File: src/design/fcbm_pkg.sv
package fcbm_pkg;

	// Bus command codes carried in each request.
	typedef enum logic [1:0] {
		CMD_WRITE  = 2'd0,
		CMD_READ   = 2'd1,
		CMD_FREEZE = 2'd2,
		CMD_RESET  = 2'd3
	} cmd_t;

	// Where the host takes read data from.
	typedef enum logic [1:0] {
		SRC_FIXED = 2'd0,
		SRC_CTRL  = 2'd1,
		SRC_RAM   = 2'd2,
		SRC_ROM   = 2'd3
	} src_t;

	// Register byte addresses on the configuration port.
	localparam int unsigned AddrWidth = 3;
	localparam logic [AddrWidth-1:0] ADDR_CART_HAS_RAM = 3'd0;

	// Address decode constants.
	localparam logic [7:0] PAGE_IO1    = 8'hDE;
	localparam logic [7:0] PAGE_IO2    = 8'hDF;
	localparam logic [7:0] LOW_CTRL0   = 8'h00;
	localparam logic [7:0] LOW_CTRL1   = 8'h01;
	localparam logic [4:0] OFFSET_HIGH = 5'h1F;
	localparam logic [7:0] UNMAPPED    = 8'hFF;
	localparam logic [7:0] ULTIMAX_MASK = 8'h83;

	// One input request.
	typedef struct packed {
		logic [1:0]  command;
		logic [15:0] address;
		logic [7:0]  write_data;
	} in_t;

	// One result.
	typedef struct packed {
		logic [7:0]  read_data;
		logic [1:0]  read_source;
		logic [12:0] mem_offset;
		logic        mem_bank;
		logic        ram_write;
		logic        bank_reload;
		logic        exrom_line;
		logic        game_line;
		logic        low_rom_is_ram;
		logic        nmi_request;
		logic        warm_reset_request;
	} out_t;

	// Mode flags decoded from the control registers.
	typedef struct packed {
		logic map16k;
		logic ultimax;
		logic release_strobe;
		logic disable_cart;
		logic bank;
	} mode_t;

	// Levels driven on the host lines.
	typedef struct packed {
		logic exrom;
		logic game;
		logic overlay;
	} lines_t;

	// Control 0 decode; release fires on a rising edge of bit 1.
	function automatic mode_t decode_ctrl0(input logic [7:0] old_val, input logic [7:0] new_val);
		mode_t f;
		f.bank           = new_val[2];
		f.disable_cart   = new_val[3];
		f.release_strobe = !old_val[1] && new_val[1];
		f.ultimax        = ((new_val & ULTIMAX_MASK) == 8'h00);
		f.map16k         = !f.ultimax && !new_val[0];
		return f;
	endfunction

	// Control 1 step relation: one down maps RAM in, one up maps ROM back.
	function automatic mode_t ctrl1_relation(input mode_t f_in, input logic [7:0] old_val,
			input logic [7:0] new_val, input logic ctrl0_bit0);
		mode_t f;
		f = f_in;
		if (old_val - 8'd1 == new_val) begin
			f.map16k  = 1'b0;
			f.ultimax = 1'b1;
		end else if (old_val + 8'd1 == new_val) begin
			f.ultimax = 1'b0;
			f.map16k  = !ctrl0_bit0;
		end
		return f;
	endfunction

endpackage

File: src/design/fcbm_apb.sv
module fcbm_apb (
	input  logic                              clk,
	input  logic                              arst_n,
	input  logic                              psel,
	input  logic                              penable,
	input  logic                              pwrite,
	input  logic [fcbm_pkg::AddrWidth-1:0]    paddr,
	input  logic [31:0]                       pwdata,
	output logic [31:0]                       prdata,
	output logic                              pready,
	output logic                              cart_has_ram
);

	logic cart_has_ram_q;
	logic wr_en;
	logic reg_hit;

	// Only the register at byte address zero exists.
	assign reg_hit = (paddr[fcbm_pkg::AddrWidth-1:2] ==
		fcbm_pkg::ADDR_CART_HAS_RAM[fcbm_pkg::AddrWidth-1:2]);
	assign wr_en   = psel && penable && pwrite && reg_hit;
	assign pready  = 1'b1;

	// The RAM-present bit comes out of reset set.
	always_ff @(posedge clk or negedge arst_n) begin
		if (!arst_n) begin
			cart_has_ram_q <= 1'b1;
		end else if (wr_en) begin
			cart_has_ram_q <= pwdata[0];
		end
	end

	// Read back the register, zero elsewhere.
	always_comb begin
		prdata = 32'd0;
		if (reg_hit) begin
			prdata = {31'd0, cart_has_ram_q};
		end
	end

	assign cart_has_ram = cart_has_ram_q;

endmodule

File: src/design/fcbm_core.sv
module fcbm_core (
	input  logic            clk,
	input  logic            arst_n,
	input  logic            fire,
	input  logic            cart_has_ram,
	input  fcbm_pkg::in_t   item,
	output fcbm_pkg::out_t  result
);

	logic [7:0]      ctrl_zero_q, ctrl_one_q, ctrl_zero_last_q, ctrl_one_last_q;
	fcbm_pkg::mode_t mode_q;
	logic [31:0]     saved_q;
	logic            frozen_q;
	logic            loaded_valid_q;
	logic            loaded_bank_q;
	fcbm_pkg::lines_t lines_q;

	logic [7:0]      ctrl_zero_d, ctrl_one_d, ctrl_zero_last_d, ctrl_one_last_d;
	fcbm_pkg::mode_t mode_d;
	logic [31:0]     saved_d;
	logic            frozen_d;
	logic            loaded_valid_d;
	logic            loaded_bank_d;
	fcbm_pkg::lines_t lines_d;

	logic [7:0]      page;
	logic [7:0]      low;
	logic [12:0]     offset;
	logic            do_apply;
	fcbm_pkg::mode_t f;

	assign page   = item.address[15:8];
	assign low    = item.address[7:0];
	assign offset = {fcbm_pkg::OFFSET_HIGH, low};

	// Decode one request against the current state.
	always_comb begin
		ctrl_zero_d      = ctrl_zero_q;
		ctrl_one_d       = ctrl_one_q;
		ctrl_zero_last_d = ctrl_zero_last_q;
		ctrl_one_last_d  = ctrl_one_last_q;
		mode_d           = mode_q;
		saved_d          = saved_q;
		frozen_d         = frozen_q;
		loaded_valid_d   = loaded_valid_q;
		loaded_bank_d    = loaded_bank_q;
		lines_d          = lines_q;
		do_apply         = 1'b0;
		f                = mode_q;

		result                    = '0;
		result.read_data          = fcbm_pkg::UNMAPPED;
		result.read_source        = fcbm_pkg::SRC_FIXED;

		case (fcbm_pkg::cmd_t'(item.command))
			fcbm_pkg::CMD_WRITE: begin
				if (page == fcbm_pkg::PAGE_IO1) begin
					if (cart_has_ram) begin
						result.ram_write  = 1'b1;
						result.mem_offset = offset;
					end
				end else if (page == fcbm_pkg::PAGE_IO2) begin
					if (low == fcbm_pkg::LOW_CTRL0) begin
						ctrl_zero_d      = item.write_data;
						f                = fcbm_pkg::decode_ctrl0(ctrl_zero_last_q, item.write_data);
						ctrl_zero_last_d = item.write_data;
						do_apply         = 1'b1;
					end else if (low == fcbm_pkg::LOW_CTRL1) begin
						ctrl_one_d      = item.write_data;
						f               = fcbm_pkg::ctrl1_relation(mode_q, ctrl_one_last_q,
							item.write_data, ctrl_zero_q[0]);
						ctrl_one_last_d = item.write_data;
						do_apply        = 1'b1;
					end
				end
			end
			fcbm_pkg::CMD_READ: begin
				if (page == fcbm_pkg::PAGE_IO1) begin
					if (cart_has_ram) begin
						result.read_source = fcbm_pkg::SRC_RAM;
						result.mem_offset  = offset;
					end
				end else if (page == fcbm_pkg::PAGE_IO2 && low == fcbm_pkg::LOW_CTRL1) begin
					result.read_source = fcbm_pkg::SRC_CTRL;
					result.read_data   = ctrl_one_q;
				end else if (page == fcbm_pkg::PAGE_IO2 && low != fcbm_pkg::LOW_CTRL0) begin
					result.read_source = fcbm_pkg::SRC_ROM;
					result.mem_offset  = offset;
					result.mem_bank    = loaded_valid_q ? loaded_bank_q : mode_q.bank;
				end
			end
			fcbm_pkg::CMD_FREEZE: begin
				// The snapshot is only taken on the first press.
				if (!frozen_q) begin
					saved_d = {ctrl_one_last_q, ctrl_zero_last_q, ctrl_one_q, ctrl_zero_q};
				end
				frozen_d            = 1'b1;
				loaded_valid_d      = 1'b1;
				loaded_bank_d       = 1'b0;
				result.bank_reload  = 1'b1;
				lines_d             = '{exrom: 1'b1, game: 1'b0, overlay: 1'b1};
				result.nmi_request  = 1'b1;
			end
			default: begin
				frozen_d                  = 1'b0;
				do_apply                  = 1'b1;
				result.warm_reset_request = 1'b1;
			end
		endcase

		// Apply the new mode: release restore, then bank and host lines.
		if (do_apply) begin
			if (f.release_strobe) begin
				frozen_d         = 1'b0;
				ctrl_zero_d      = saved_q[7:0];
				ctrl_one_d       = saved_q[15:8];
				f                = fcbm_pkg::decode_ctrl0(saved_q[23:16], saved_q[7:0]);
				ctrl_zero_last_d = saved_q[7:0];
				f                = fcbm_pkg::ctrl1_relation(f, saved_q[31:24], saved_q[15:8],
					saved_q[0]);
				ctrl_one_last_d  = saved_q[31:24];
			end
			f.release_strobe = 1'b0;
			mode_d           = f;
			if (f.disable_cart) begin
				lines_d = '{exrom: 1'b1, game: 1'b1, overlay: 1'b0};
			end else begin
				if (!(loaded_valid_q && loaded_bank_q == f.bank)) begin
					loaded_valid_d     = 1'b1;
					loaded_bank_d      = f.bank;
					result.bank_reload = 1'b1;
					result.mem_bank    = f.bank;
				end
				if (frozen_d) begin
					lines_d = '{exrom: 1'b1, game: 1'b0, overlay: 1'b1};
				end else if (f.ultimax) begin
					lines_d = '{exrom: 1'b1, game: 1'b0, overlay: 1'b1};
				end else if (f.map16k) begin
					lines_d = '{exrom: 1'b0, game: 1'b0, overlay: 1'b0};
				end else begin
					lines_d = '{exrom: 1'b0, game: 1'b1, overlay: 1'b0};
				end
			end
		end

		result.exrom_line     = lines_d.exrom;
		result.game_line      = lines_d.game;
		result.low_rom_is_ram = lines_d.overlay;
	end

	// Mapper state advances when a request moves to the result register.
	always_ff @(posedge clk or negedge arst_n) begin
		if (!arst_n) begin
			ctrl_zero_q      <= '0;
			ctrl_one_q       <= '0;
			ctrl_zero_last_q <= '0;
			ctrl_one_last_q  <= '0;
			mode_q           <= '0;
			saved_q          <= '0;
			frozen_q         <= 1'b0;
			loaded_valid_q   <= 1'b0;
			loaded_bank_q    <= 1'b0;
			lines_q          <= '{exrom: 1'b0, game: 1'b1, overlay: 1'b0};
		end else if (fire) begin
			ctrl_zero_q      <= ctrl_zero_d;
			ctrl_one_q       <= ctrl_one_d;
			ctrl_zero_last_q <= ctrl_zero_last_d;
			ctrl_one_last_q  <= ctrl_one_last_d;
			mode_q           <= mode_d;
			saved_q          <= saved_d;
			frozen_q         <= frozen_d;
			loaded_valid_q   <= loaded_valid_d;
			loaded_bank_q    <= loaded_bank_d;
			lines_q          <= lines_d;
		end
	end

endmodule

File: src/design/freezer_cartridge_bank_mapper.sv
// Freeze cartridge bank mapper.
// The input channel (in_valid, in_stall, in_data) takes one request per cycle
// while in_stall is low: a bus write, a bus read, a freeze press or a reset
// press. Every request gives exactly one result on the output channel
// (out_valid, out_stall, out_data): read routing, RAM/ROM offset, bank reloads,
// the exrom/game/overlay levels and the NMI and warm-reset pulses.
// A request is captured in the input register, decoded against the mapper
// state and shown from the result register. Throughput is one request per
// cycle while the receiver does not stall; the mapper state updates as each
// request moves into the result register. When the receiver stalls, the
// result holds in the result register and one more request waits in the input
// register; only then is in_stall raised. Reset empties both registers, clears
// all control registers and the freeze snapshot, leaves no bank loaded and
// drives 8K mode (exrom low, game high, overlay off). The APB port holds one
// register, cart_has_ram at byte address 0, which resets to 1; the user must
// ensure it is written only while no request is in flight; no check is built in.
module freezer_cartridge_bank_mapper (
	input  logic                            clk,
	input  logic                            arst_n,
	input  logic                            in_valid,
	output logic                            in_stall,
	input  fcbm_pkg::in_t                   in_data,
	output logic                            out_valid,
	input  logic                            out_stall,
	output fcbm_pkg::out_t                  out_data,
	input  logic                            psel,
	input  logic                            penable,
	input  logic                            pwrite,
	input  logic [fcbm_pkg::AddrWidth-1:0]  paddr,
	input  logic [31:0]                     pwdata,
	output logic [31:0]                     prdata,
	output logic                            pready
);

	logic           valid_s1;
	fcbm_pkg::in_t  item_s1;
	logic           valid_s2;
	fcbm_pkg::out_t result_s2;
	fcbm_pkg::out_t result;
	logic           advance;
	logic           cart_has_ram;

	fcbm_apb u_apb (
		.clk          (clk),
		.arst_n       (arst_n),
		.psel         (psel),
		.penable      (penable),
		.pwrite       (pwrite),
		.paddr        (paddr),
		.pwdata       (pwdata),
		.prdata       (prdata),
		.pready       (pready),
		.cart_has_ram (cart_has_ram)
	);

	fcbm_core u_core (
		.clk          (clk),
		.arst_n       (arst_n),
		.fire         (advance),
		.cart_has_ram (cart_has_ram),
		.item         (item_s1),
		.result       (result)
	);

	// A request moves on when the result register is free or being emptied.
	assign advance  = valid_s1 && !(valid_s2 && out_stall);
	assign in_stall = valid_s1 && valid_s2 && out_stall;

	// Input register.
	always_ff @(posedge clk or negedge arst_n) begin
		if (!arst_n) begin
			valid_s1 <= 1'b0;
		end else if (!in_stall) begin
			valid_s1 <= in_valid;
		end
	end

	always_ff @(posedge clk) begin
		if (!in_stall && in_valid) begin
			item_s1 <= in_data;
		end
	end

	// Result register.
	always_ff @(posedge clk or negedge arst_n) begin
		if (!arst_n) begin
			valid_s2 <= 1'b0;
		end else if (!valid_s2 || !out_stall) begin
			valid_s2 <= valid_s1;
		end
	end

	always_ff @(posedge clk) begin
		if (advance) begin
			result_s2 <= result;
		end
	end

	assign out_valid = valid_s2;
	assign out_data  = result_s2;

endmodule

File: config.mk
export PLATFORM = sky130hd
export DESIGN_NAME = freezer_cartridge_bank_mapper
export DESIGN_NICKNAME = d
export VERILOG_FILES = /design/src/design/fcbm_pkg.sv /design/src/design/fcbm_apb.sv /design/src/design/fcbm_core.sv /design/src/design/freezer_cartridge_bank_mapper.sv
export SDC_FILE = /design/constraint.sdc
export NUM_CORES = 1
export LEC_CHECK = 0
export ABC_AREA = 1
export BUFFER_PORTS_ARGS = -buffer_cell sky130_fd_sc_hd__buf_4
export CORE_MARGIN = 8
export CORE_UTILIZATION = 60
export CTS_BUF_LIST = sky130_fd_sc_hd__clkbuf_8
export DETAILED_ROUTE_END_ITERATION = 10
export PLACE_DENSITY = 0.91
export SLEW_MARGIN = 10
export SYNTH_ARGS = -nofsm -noshare
export SYNTH_HDL_FRONTEND = slang
export SYNTH_SLANG_ARGS = --single-unit
File: constraint.sdc
create_clock -name clk -period 5.95 [get_ports clk]
set_input_delay 0.595 -clock clk [delete_from_list [all_inputs] [get_ports clk]]
set_output_delay 0.595 -clock clk [all_outputs]
set_load 0.1 [all_outputs]
==> key figures <==
Outcome
  • Status: finished clean

Placement
  • Dpl cells: 904
  • HPWL after DPL: 9.72 mm
  • PortBufs: 68
  • Gpl congestion: 0.917

Timing
  • Final hold vios: 0
  • Setup TNS Final: 0 ns
  • Slew @ Worst Pin: 1.00 ns
  • Final Skew: 0.0148 ns
  • Slew headroom: 32.7%
  • Max-slew violation count: 0
  • Tmin final: 3.02 ns
  • Final period util: 50.8%
  • RSZ-0062 raised after global routing: no
  • F_max: 331 MHz
  • Final setup violation count: 0

Cells and area
  • Fin cells: 920
  • Share of layout cells above drive strength 1: 17.2%
  • Diode count: 0
  • Syn-to-layout area delta: 11.0%
  • Nets: 858
  • Fin util: 68.9%

Die
  • FP Rows: 36
  • Initial Util: 62.1%
  • Die area: 0.0136 mm²
  • Die Wd: 117 µm
  • # IOs: 134
  • Die H: 117 µm
  • Core Area: 0.00977 mm²

Clocking
  • CTS tree: built
  • Clock Latency Late Sink: 0.38 ns
  • Clock transition at the registers of the reported paths: 0.10 ns
  • Clock tree sinks: 109
  • Max Root-Sink Buffers: 2
  • # resized after CTS: 0
  • H-tree depth: 3
  • CTS Hold Buffers Added: 0
  • Post-CTS Setup Bufs: 0
  • Total CTS buffers: 9
  • Root buffer cell: clkbuf_8

Route
  • Post-DRT Antenna Nets: 0
  • Router iterations before antenna repair: 5
  • Wire per inst: 14.6 µm
  • DR vias: 4904
  • Vias per cell: 5.33
  • Routed WL: 13.4 mm
  • Initial DRC Count: 365
  • DRC errors left: 0

Critical path
  • Reg2reg end: out_data[7]$_DFFE_PP_
  • CP max-delay cell: clkinv_2
  • CP top delay family: simple AND/OR/NAND/NOR gates
  • Critical Path, Cell by Cell: nor2_2 > nand3_2 > nor2_4 > nand4_2 > clkinv_2 > nand2_2 > o21ai_2 > nand2_2 > a21oi_2 > o21ai_2 > nor2_2 > a21oi_2
  • Crit-path max cell delay: 0.50 ns
  • Critical Path Source Type: flop
  • Worst r2r src: item_s1[11]$_DFFE_PP_
  • Crit. End Element: flop
  • Reg2Reg Depth: 12
  • Bufs and invs on worst path: 1
  • Crit-path max FO: 36
  • Critical path type: reg -> reg
  • Setup slack, reg-to-reg: 2.93 ns
  • Req. time, crit path: 6.10 ns
  • Critical path arrival: 3.17 ns

Yosys
  • Synth area leader: edfxtp_1
  • Synthesized flop and latch total: 109
  • Share of the synthesized area in the top cell type: 26.2%
  • Synth Cell Area: 0.00607 mm²
  • Ys async rst share: 51.4%
  • Synth Warn #: 0
  • Top-count cell post-synth: nand2_1
  • EDFF count, synth: 53
  • Synth area leaders: edfxtp_1 (26%), dfrtp_1 (22%), nand2_1 (11%)
  • Most used flip-flop cell after synthesis: dfrtp_1
  • Seq/Total Area, Yosys: 49.4%
  • Synth top cells by count: nand2_1 (170), inv_1 (90), o21ai_0 (78), nor2_1 (56), dfrtp_1 (54)
  • Count of different cell masters after synthesis: 44
  • Cells after Synth: 725
  • Average size of a mapped cell: 8.37 µm²

Run
  • Max Cap Violations: 0

Power and ir drop
  • Pleak: 0.00317 µW
  • Pwr per Cell Area: 267 mW/mm²
  • Worst VDD drop: 0.000161 V

GRT
  • Vias in the first global route: 4740
  • First-pass GRT wire length: 21.7 mm
  • Largest net degree at the start of global routing: 58
  • Gr usage total: 20.3%
  • Initial antenna violation count: 0
  • Grt total ovfl: 0

Worst hold path
  • Hold crit path type: in -> async
[worst reg2reg max path, stage by stage, from the launching register on]
cell      delay (ns)
edfxtp_1        0.45
nor2_2          0.18
nand3_2         0.27
nor2_4          0.30
nand4_2         0.37
clkinv_2        0.51
nand2_2         0.12
o21ai_2         0.12
nand2_2         0.10
a21oi_2         0.13
o21ai_2         0.09
nor2_2          0.11
a21oi_2         0.04
[final cells by class]
type	count	area, µm²
inverters	102	384
well taps	133	166
fillers	740	3040
clock inverters	7	73.8
repair buffers	70	526
clock buffers	9	124
multi-input cells	490	2460
flip-flops and latches	109	3000
[worst max path at each step]
stage / start / end / slack, ns / cells past startpoint
final: item_s1[11]$_DFFE_PP_ / out_data[7]$_DFFE_PP_ / 2.93 / 12
after global routing: item_s1[25]$_DFFE_PP_ / out_data[7]$_DFFE_PP_ / 2.68 / 13
after CTS: item_s1[25]$_DFFE_PP_ / out_data[7]$_DFFE_PP_ / 2.95 / 13
after detailed placement: out_stall / u_core.saved_q[1]$_DFFE_PN0P_ / 2.78 / 9
after global placement: out_stall / u_core.saved_q[1]$_DFFE_PN0P_ / 2.82 / 9
after floorplan: out_valid$_DFFE_PN0N_ / item_s1[0]$_DFFE_PP_ / 2.58 / 5
[cell usage in the layout, fill, tap and decap left out, types with 8 or more instances in the layout]
master	Yosys	layout
dfrtp_1	54	54
xor2_1	13	13
nand2_1	170	170
ha_1	8	8
a21oi_1	24	24
o21ai_0	78	78
clkbuf_8	0	9
buf_4	39	70
inv_2	10	10
nand3_1	36	36
conb_1	2	32
edfxtp_1	53	53
inv_1	90	92
nor2_1	56	55
[state kept, by name (all words and copies together) (netlist names)]
register                 cells
u_core.ctrl_zero_last_q      1
out_valid                    1
u_core.saved_q              21
u_core.lines_q               3
u_core.loaded_bank_q         1
u_core.mode_q                4
u_core.ctrl_zero_q           5
u_core.ctrl_one_q            8
u_apb.cart_has_ram           1
u_core.ctrl_one_last_q       8
u_core.loaded_valid_q        1
out_data                    27
u_core.frozen_q              1
valid_s1                     1
item_s1                     26
[layer usage]
layer | wire (µm) | vias up | part of all wire [%] | GRT usage [%]
met4 | 404 | 0 | 3.0 | 10.5
met1 | 5520 | 2279 | 41 | 25.1
met3 | 1120 | 33 | 8.3 | 4.29
met2 | 6400 | 214 | 48 | 33.1
li1 | - | 2378 | - | -
met5 | 0 | - | 0 | 0
[power breakdown]
group	total (µW)	switching (µW)	internal [µW]
combinational	450	361	89.0
sequential	895	37.2	858
clock	455	257	198
total	1800	655	1140
[per-stage QoR]
step                      total power (µW)  worst slack (ns)  hold slack, ns  cell area, µm²
after floorplan                       1270              2.58           0.299            6180
after global placement                1340              2.82           0.457            6530
after detailed placement              1360              2.78           0.463            6530
after CTS                             1800              2.95           0.286            6730
after global routing                  1870              2.68           0.320            6730
final                                 1800              2.93           0.260            6730
[cell families after synthesis]
| kind of cell | synth area share (%) |
|---|---|
| buffers and inverters | 12.2 |
| other | 0.124 |
| XOR/XNOR | 2.83 |
| adder cells (fa/ha/maj) | 1.65 |
| AND/OR/NAND/NOR | 22.6 |
| multiplexers | 0.186 |
| flip-flops | 49.4 |
| AO/OA/AOI/OAI | 11.1 |
(Power assumes the default switching activity.)
